==> src/rtl/core/sle_pkg.sv <==
// Shared types and character codes for the serial line editor.
// No dependencies; imported by sle_front, sle_back, sle_checker and both top levels.
`default_nettype none

package sle_pkg;

	localparam int BUFFER_LENGTH_DEF = 32;

	localparam logic [7:0] CH_BEL   = 8'd7;
	localparam logic [7:0] CH_BS    = 8'd8;
	localparam logic [7:0] CH_LF    = 8'd10;
	localparam logic [7:0] CH_CR    = 8'd13;
	localparam logic [7:0] CH_SP    = 8'd32;
	localparam logic [7:0] CH_TILDE = 8'd126;
	localparam logic [7:0] CH_DEL   = 8'd127;

	typedef enum logic [1:0] {
		OP_PRINT,
		OP_ERASE,
		OP_ENTER
	} cmd_op_t;

	typedef struct packed {
		cmd_op_t    op;
		logic [6:0] ch;
	} cmd_t;

	typedef enum logic [1:0] {
		KIND_ECHO  = 2'd0,
		KIND_CHAR  = 2'd1,
		KIND_EMPTY = 2'd2
	} kind_t;

	typedef struct packed {
		kind_t      kind;
		logic [7:0] data;
		logic       last;
	} res_t;

endpackage

`default_nettype wire

==> src/rtl/core/sle_fifo.sv <==
// Two-entry word queue used between front and back and on the result side.
// Generic payload width; no package dependency.
`default_nettype none

module sle_fifo #(
	parameter int W = 8
) (
	input  wire logic         clk,
	input  wire logic         arst_n,
	input  wire logic         push,
	input  wire logic [W-1:0] din,
	output logic              full,
	input  wire logic         pop,
	output logic [W-1:0]      dout,
	output logic              empty
);

	logic [W-1:0] ent_q [2];
	logic         wr_q;
	logic         rd_q;
	logic [1:0]   cnt_q;
	logic         do_push;
	logic         do_pop;

	assign full    = (cnt_q == 2'd2);
	assign empty   = (cnt_q == 2'd0);
	assign dout    = ent_q[rd_q];
	assign do_push = push && !full;
	assign do_pop  = pop && !empty;

	always_ff @(posedge clk or negedge arst_n) begin
		if (!arst_n) begin
			wr_q  <= 1'b0;
			rd_q  <= 1'b0;
			cnt_q <= 2'd0;
		end else begin
			if (do_push)
				wr_q <= ~wr_q;
			if (do_pop)
				rd_q <= ~rd_q;
			if (do_push && !do_pop)
				cnt_q <= cnt_q + 2'd1;
			else if (do_pop && !do_push)
				cnt_q <= cnt_q - 2'd1;
		end
	end

	always_ff @(posedge clk) begin
		if (do_push)
			ent_q[wr_q] <= din;
	end

endmodule

`default_nettype wire

==> src/rtl/core/sle_front.sv <==
// Front end: takes received bytes, classifies them into editor commands.
// Depends on sle_pkg; feeds the command queue.
`default_nettype none

module sle_front (
	input  wire logic          clk,
	input  wire logic          arst_n,
	input  wire logic [7:0]    rx_byte,
	input  wire logic          push,
	output logic               full,
	output sle_pkg::cmd_t      cmd,
	output logic               cmd_push,
	input  wire logic          cmd_full
);
	import sle_pkg::*;

	logic  valid_s1;
	cmd_t  cmd_s1;
	cmd_t  cls;
	logic  cls_valid;
	logic  accept;

	always_comb begin
		cls_valid = 1'b1;
		cls.ch    = rx_byte[6:0];
		cls.op    = OP_PRINT;
		unique case (rx_byte) inside
			CH_LF, CH_CR:      cls.op = OP_ENTER;
			CH_BS, CH_DEL:     cls.op = OP_ERASE;
			[CH_SP:CH_TILDE]:  cls.op = OP_PRINT;
			default:           cls_valid = 1'b0;   // other bytes are dropped
		endcase
	end

	assign cmd_push = valid_s1 && !cmd_full;
	assign full     = valid_s1 && cmd_full;
	assign accept   = push && !full;
	assign cmd      = cmd_s1;

	always_ff @(posedge clk or negedge arst_n) begin
		if (!arst_n) begin
			valid_s1 <= 1'b0;
		end else if (accept) begin
			valid_s1 <= cls_valid;
		end else if (cmd_push) begin
			valid_s1 <= 1'b0;
		end
	end

	always_ff @(posedge clk) begin
		if (accept)
			cmd_s1 <= cls;
	end

endmodule

`default_nettype wire

==> src/rtl/core/sle_back.sv <==
// Back end: executes editor commands on the line store and cursor and
// produces result words. Depends on sle_pkg.
`default_nettype none

module sle_back #(
	parameter int BUFFER_LENGTH = sle_pkg::BUFFER_LENGTH_DEF
) (
	input  wire logic          clk,
	input  wire logic          arst_n,
	input  wire sle_pkg::cmd_t cmd,
	input  wire logic          cmd_empty,
	output logic               cmd_pop,
	output sle_pkg::res_t      res,
	output logic               res_push,
	input  wire logic          res_full
);
	import sle_pkg::*;

	localparam int Depth = BUFFER_LENGTH - 1;
	localparam int AW    = (Depth > 1) ? $clog2(Depth) : 1;
	localparam int CW    = $clog2(BUFFER_LENGTH);

	typedef enum logic [2:0] {
		ST_IDLE,
		ST_BS_SP,
		ST_BS_BK,
		ST_LF,
		ST_EMPTY,
		ST_LINE
	} state_t;

	state_t         state_q;
	logic [CW-1:0]  cursor_q;
	logic [CW-1:0]  len_q;
	logic [CW-1:0]  idx_q;
	logic [CW-1:0]  idx_nxt;
	logic [CW-1:0]  len_m1;
	logic [6:0]     mem [Depth];
	logic [6:0]     rd_data_q;
	logic [AW-1:0]  rd_addr;
	logic           room;
	logic           mem_we;
	logic           line_last;

	assign room      = (cursor_q < CW'(Depth));
	assign idx_nxt   = idx_q + CW'(1);
	assign len_m1    = len_q - CW'(1);
	assign line_last = (idx_q == len_m1);
	assign mem_we    = cmd_pop && (cmd.op == OP_PRINT) && room;

	always_comb begin
		cmd_pop   = 1'b0;
		res_push  = 1'b0;
		res.kind  = KIND_ECHO;
		res.data  = '0;
		res.last  = 1'b0;
		rd_addr   = idx_q[AW-1:0];
		unique case (state_q)
			ST_IDLE: begin
				if (!cmd_empty && !res_full) begin
					cmd_pop = 1'b1;
					unique case (cmd.op)
						OP_PRINT: begin
							res_push = 1'b1;
							res.data = room ? {1'b0, cmd.ch} : CH_BEL;
							res.last = 1'b1;
						end
						OP_ERASE: begin
							res_push = (cursor_q != '0);
							res.data = CH_BS;
						end
						OP_ENTER: begin
							res_push = 1'b1;
							res.data = CH_CR;
						end
						default: ;
					endcase
				end
			end
			ST_BS_SP: begin
				res_push = !res_full;
				res.data = CH_SP;
			end
			ST_BS_BK: begin
				res_push = !res_full;
				res.data = CH_BS;
				res.last = 1'b1;
			end
			ST_LF: begin
				res_push = !res_full;
				res.data = CH_LF;
			end
			ST_EMPTY: begin
				res_push = !res_full;
				res.kind = KIND_EMPTY;
				res.last = 1'b1;
			end
			ST_LINE: begin
				res_push = !res_full;
				res.kind = KIND_CHAR;
				res.data = {1'b0, rd_data_q};
				res.last = line_last;
				// prefetch next character while this one goes out
				if (res_push && !line_last)
					rd_addr = idx_nxt[AW-1:0];
			end
			default: ;
		endcase
	end

	always_ff @(posedge clk or negedge arst_n) begin
		if (!arst_n) begin
			state_q  <= ST_IDLE;
			cursor_q <= '0;
			len_q    <= '0;
			idx_q    <= '0;
		end else begin
			unique case (state_q)
				ST_IDLE: begin
					if (cmd_pop) begin
						unique case (cmd.op)
							OP_PRINT: begin
								if (room)
									cursor_q <= cursor_q + CW'(1);
							end
							OP_ERASE: begin
								if (cursor_q != '0) begin
									cursor_q <= cursor_q - CW'(1);
									state_q  <= ST_BS_SP;
								end
							end
							OP_ENTER: begin
								len_q    <= cursor_q;
								cursor_q <= '0;
								idx_q    <= '0;
								state_q  <= ST_LF;
							end
							default: ;
						endcase
					end
				end
				ST_BS_SP: if (res_push) state_q <= ST_BS_BK;
				ST_BS_BK: if (res_push) state_q <= ST_IDLE;
				ST_LF: begin
					if (res_push)
						state_q <= (len_q == '0) ? ST_EMPTY : ST_LINE;
				end
				ST_EMPTY: if (res_push) state_q <= ST_IDLE;
				ST_LINE: begin
					if (res_push) begin
						if (line_last)
							state_q <= ST_IDLE;
						else
							idx_q <= idx_nxt;
					end
				end
				default: state_q <= ST_IDLE;
			endcase
		end
	end

	always_ff @(posedge clk) begin
		if (mem_we)
			mem[cursor_q[AW-1:0]] <= cmd.ch;
		rd_data_q <= mem[rd_addr];
	end

endmodule

`default_nettype wire

==> src/rtl/core/serial_line_editor_core.sv <==
// Serial console line editor: front classifier, 2-word command queue, back
// executor with line store, 2-word result queue.
// Flow: a byte passes the front register, the command queue and the result
// queue before its first result shows; then one result per cycle while pop keeps
// up. Enter emits CR, LF, then the stored chars in order (one empty-line word if
// none are stored), bounded by the one-word-per-cycle result port.
// Reset (arst_n low) empties both queues and clears the cursor; line store
// contents are not cleared.
`default_nettype none

module serial_line_editor_core #(
	parameter int BUFFER_LENGTH = sle_pkg::BUFFER_LENGTH_DEF
) (
	input  wire logic       clk,
	input  wire logic       arst_n,
	input  wire logic [7:0] rx_byte,
	input  wire logic       push,
	output logic            full,
	output logic [1:0]      kind,
	output logic [7:0]      out_byte,
	output logic            last,
	output logic            empty,
	input  wire logic       pop
);
	import sle_pkg::*;

	localparam int CmdW = $bits(cmd_t);
	localparam int ResW = $bits(res_t);

	cmd_t            f_cmd;
	logic            f_cmd_push;
	logic            cq_full;
	logic            cq_empty;
	logic [CmdW-1:0] cq_dout;
	logic            b_cmd_pop;
	res_t            b_res;
	logic            b_res_push;
	logic            rq_full;
	logic [ResW-1:0] rq_dout;
	res_t            res_out;

	sle_front u_front (
		.clk      (clk),
		.arst_n   (arst_n),
		.rx_byte  (rx_byte),
		.push     (push),
		.full     (full),
		.cmd      (f_cmd),
		.cmd_push (f_cmd_push),
		.cmd_full (cq_full)
	);

	sle_fifo #(.W(CmdW)) u_cmd_q (
		.clk    (clk),
		.arst_n (arst_n),
		.push   (f_cmd_push),
		.din    (CmdW'(f_cmd)),
		.full   (cq_full),
		.pop    (b_cmd_pop),
		.dout   (cq_dout),
		.empty  (cq_empty)
	);

	sle_back #(.BUFFER_LENGTH(BUFFER_LENGTH)) u_back (
		.clk       (clk),
		.arst_n    (arst_n),
		.cmd       (cmd_t'(cq_dout)),
		.cmd_empty (cq_empty),
		.cmd_pop   (b_cmd_pop),
		.res       (b_res),
		.res_push  (b_res_push),
		.res_full  (rq_full)
	);

	sle_fifo #(.W(ResW)) u_res_q (
		.clk    (clk),
		.arst_n (arst_n),
		.push   (b_res_push),
		.din    (ResW'(b_res)),
		.full   (rq_full),
		.pop    (pop),
		.dout   (rq_dout),
		.empty  (empty)
	);

	assign res_out  = res_t'(rq_dout);
	assign kind     = 2'(res_out.kind);
	assign out_byte = res_out.data;
	assign last     = res_out.last;

endmodule

`default_nettype wire

==> config.mk <==
export PLATFORM = sky130hd
export DESIGN_NAME = serial_line_editor_core
export DESIGN_NICKNAME = d
export VERILOG_FILES = /design/src/rtl/core/sle_pkg.sv /design/src/rtl/core/sle_fifo.sv /design/src/rtl/core/sle_front.sv /design/src/rtl/core/sle_back.sv /design/src/rtl/core/serial_line_editor_core.sv
export SDC_FILE = /design/constraint.sdc
export NUM_CORES = 1
export LEC_CHECK = 0
export ABC_CLOCK_PERIOD_IN_PS = 6980
export BUFFER_PORTS_ARGS = -buffer_cell sky130_fd_sc_hd__buf_2
export CORE_MARGIN = 2
export CORE_UTILIZATION = 50
export CTS_BUF_LIST = sky130_fd_sc_hd__clkbuf_8 sky130_fd_sc_hd__clkbuf_16
export CTS_CLUSTER_DIAMETER = 120
export DETAILED_ROUTE_END_ITERATION = 16
export HOLD_SLACK_MARGIN = 0.02
export PLACE_DENSITY = 0.66
export SYNTH_ARGS = -nofsm -noshare
export SYNTH_HDL_FRONTEND = slang
export SYNTH_SLANG_ARGS = --single-unit
==> constraint.sdc <==
create_clock -name clk -period 6.98 [get_ports clk]
set_input_delay 1.047 -clock clk [delete_from_list [all_inputs] [get_ports clk]]
set_output_delay 1.047 -clock clk [all_outputs]
set_load 0.01 [all_outputs]
==> impl_metrics.env <==
export IMPL_synth_cell_types=63
export IMPL_pin_count=25
export IMPL_syn_num_nets=1024
export IMPL_finalWirelength_um=32200
export IMPL_coreArea_mm2=0.0278
export IMPL_synth_top_area_share_pct=56.1
export IMPL_min_to="u_cmd_q.ent_q[0][3]"
export IMPL_rsz0062_at_grt="false"
export IMPL_cts_root_buf="clkbuf_16"
export IMPL_r2r_slack_ps=2710
export IMPL_cp_startpoint="u_back.state_q[2]"
export IMPL_grt_max_degree=67
export IMPL_worstPathArrival_ps=4640
export IMPL_num_rows=61
export IMPL_fin_crit_ps=4270
export IMPL_crit_path_start_kind="register"
export IMPL_slew_violations=0
export IMPL_vdd_drop_max_v=0.000243
export IMPL_layout_commonest_cell="edfxtp_1"
export IMPL_nNetsFinal=1031
export IMPL_drc=0
export IMPL_avgSynthCellArea_um2=14.1
export IMPL_maxCapViolCount=0
export IMPL_min_delay_start="u_front.cmd[3]"
export IMPL_drive_above_1_share_pct=17.3
export IMPL_clk_pin_slew_ps=60
export IMPL_hold_buffers=0
export IMPL_finalClockSkew_ps=18.0
export IMPL_r2r_end="u_back.rd_data_q[1]"
export IMPL_overflow=0
export IMPL_critPathRequiredTime_ps=7350
export IMPL_tightest_slew_ps=1140
export IMPL_cts_tree="built"
export IMPL_min_path_cells=0
export IMPL_period_share_pct=61.1
export IMPL_fp_dieH_um=172
export IMPL_reg2reg_depth=9
export IMPL_async_reset_ff_share_pct=9.06
export IMPL_p_per_area_mw_per_mm2=400
export IMPL_finalSetupViolCount=0
export IMPL_dieArea_mm2=0.0296
export IMPL_ctsResizeCount=0
export IMPL_synth_seq_cells=298
export IMPL_firstDrtPassIters=5
export IMPL_outcome="finished clean"
export IMPL_worstSetupPathType="register to register"
export IMPL_avgRoutedWirePerCell_um=22.9
export IMPL_yosys_area_top_type="edfxtp_1"
export IMPL_antenna_left=0
export IMPL_holdCritPathClass="register to register"
export IMPL_netlist_area_mm2=0.0141
export IMPL_postSynthCellCount=1000
export IMPL_gp_congestion=0.858
export IMPL_synth_warnings=0
export IMPL_die_w_um=172
export IMPL_end_kind="register"
export IMPL_postCtsSetupRepairBufs=0
export IMPL_post_place_ws_ps=2760
export IMPL_gr_usage_all_layers_pct=22.3
export IMPL_area_growth_pct=10.9
export IMPL_setup_tns_ps=0
export IMPL_drt_iter0_drc=897
export IMPL_antenna_found_initial=0
export IMPL_worstPathMaxFanout=31
export IMPL_synth_edf_count=264
export IMPL_final_cell_mix="edfxtp_1 (264), mux2i_1 (100), nand2_1 (78)"
export IMPL_yosysSeqAreaShare_pct=61.9
export IMPL_io_buffers=23
export IMPL_cts_inserted_buffers=34
export IMPL_timing_fmax_ghz=0.234
export IMPL_numClockSinks=298
export IMPL_slew_headroom_pct=24.0
export IMPL_grt_pass1_wl_um=49500
export IMPL_p_leak_nw=5.25
export IMPL_r2r_start="u_back.state_q[2]"
export IMPL_cts_buffer_depth=3
export IMPL_fillers=2221
export IMPL_start_util_pct=50.8
export IMPL_h_tree_depth=2
export IMPL_diodes=0
export IMPL_yosys_top_cells_area="edfxtp_1 (56%), mux4_2 (7.3%), mux2i_1 (7.1%)"
export IMPL_via_per_inst=6.10
export IMPL_grt_pass1_vias=8465
export IMPL_clk_latency_ps=520
export IMPL_ys_flop_type="edfxtp_1"
export IMPL_dpl_hpwl_um=20300
export IMPL_vias=8590
export IMPL_setup_ws_ps=2710
export IMPL_hold_viol=0
-- how the worst max path moves through the flow --
stage | end | slack, ps | cells after the start
6_report | u_back.rd_data_q[1] | 2710 | 9
5_1_grt | u_back.rd_data_q[3] | 2410 | 9
4_1_cts | u_back.rd_data_q[1] | 2760 | 9
3_5_place_dp | u_back.rd_data_q[1] | 2760 | 9
3_3_place_gp | u_back.rd_data_q[1] | 2870 | 9
2_1_floorplan | u_res_q.ent_q[0][0] | 3640 | 9
-- critical path, stage by stage (launching register included) --
cell and delay [ps]:
dfrtp_1 750, nor2b_1 310, and2_1 300, a21boi_4 460
buf_4 480, nand2b_1 610, o221ai_1 390, o21ai_0 140
a2111oi_0 560, nor3_1 110
-- cell families after synthesis --
kind of cell	share of synthesized area [%]
AO/OA/AOI/OAI	7.04
XOR/XNOR	1.72
adder cells (fa/ha/maj)	1.12
buffers and inverters	2.20
flip-flops	61.9
multiplexers	17.1
other	0.0266
AND/OR/NAND/NOR	8.94
-- power by group --
| group | internal (mW) | switching (mW) |
|---|---|---|
| clock | 1.04 | 0.682 |
| sequential | 2.30 | 0.201 |
| combinational | 0.854 | 1.19 |
-- stage by stage --
step | power (mW) | instance area, um^2 | util [%] | hold WS, ps | cells
CTS | 6.31 | 15700 | 56.4 | 451 | 1408
detailed placement | 4.59 | 14600 | 52.4 | 439 | 1349
floorplan | 4.01 | 14100 | - | 421 | 1000
global route | 6.57 | 15700 | 56.4 | 452 | 1408
global placement | 4.55 | 14600 | 52.4 | 426 | 1349
finish | 6.27 | 15700 | 56.4 | 451 | 1408
-- registers in the layout (all words and copies together), names as in the netlist --
signal and flops:
u_back.mem 217, u_res_q.ent_q 20, u_cmd_q.ent_q 18, u_front.cmd 9, u_back.rd_data_q 7, u_back.cursor_q 5, u_back.idx_q 5, u_back.len_q 5
u_back.state_q 3, u_cmd_q.cnt_q 2, u_res_q.cnt_q 2, u_cmd_q.rd_q 1, u_cmd_q.wr_q 1, u_front.valid_s1 1, u_res_q.rd_q 1, u_res_q.wr_q 1
-- cells in the mapped netlist, drive strengths merged, types with 19 or more instances --
master  number
mux2i      100
edfxtp     264
dfrtp       27
a21oi       35
nand2       78
clkbuf      38
mux4        46
nor3        19
o21ai       32
nor2        73
buf         26
mux2        33
-- metal layers --
metal  vias to the layer above  GRT usage (%)  part of all wire (%)
li1                       3902              -                     -
met4                         0           8.62                   3.0
met5                         -              0                     0
met1                      4292           31.6                    44
met2                       324           34.9                    47
met3                        72           3.91                   6.1
-- cell type report --
cell class | count | area [um^2] | area share [%]
inverters | 10 | 37.5 | 0.240
well taps | 378 | 473 | 3.02
repair buffers | 35 | 205 | 1.31
clock inverters | 18 | 109 | 0.695
flip-flops and latches | 298 | 8750 | 55.8
clock buffers | 41 | 992 | 6.33
multi-input cells | 628 | 5100 | 32.6
No activity file was read; power rests on OpenSTA's default activity.
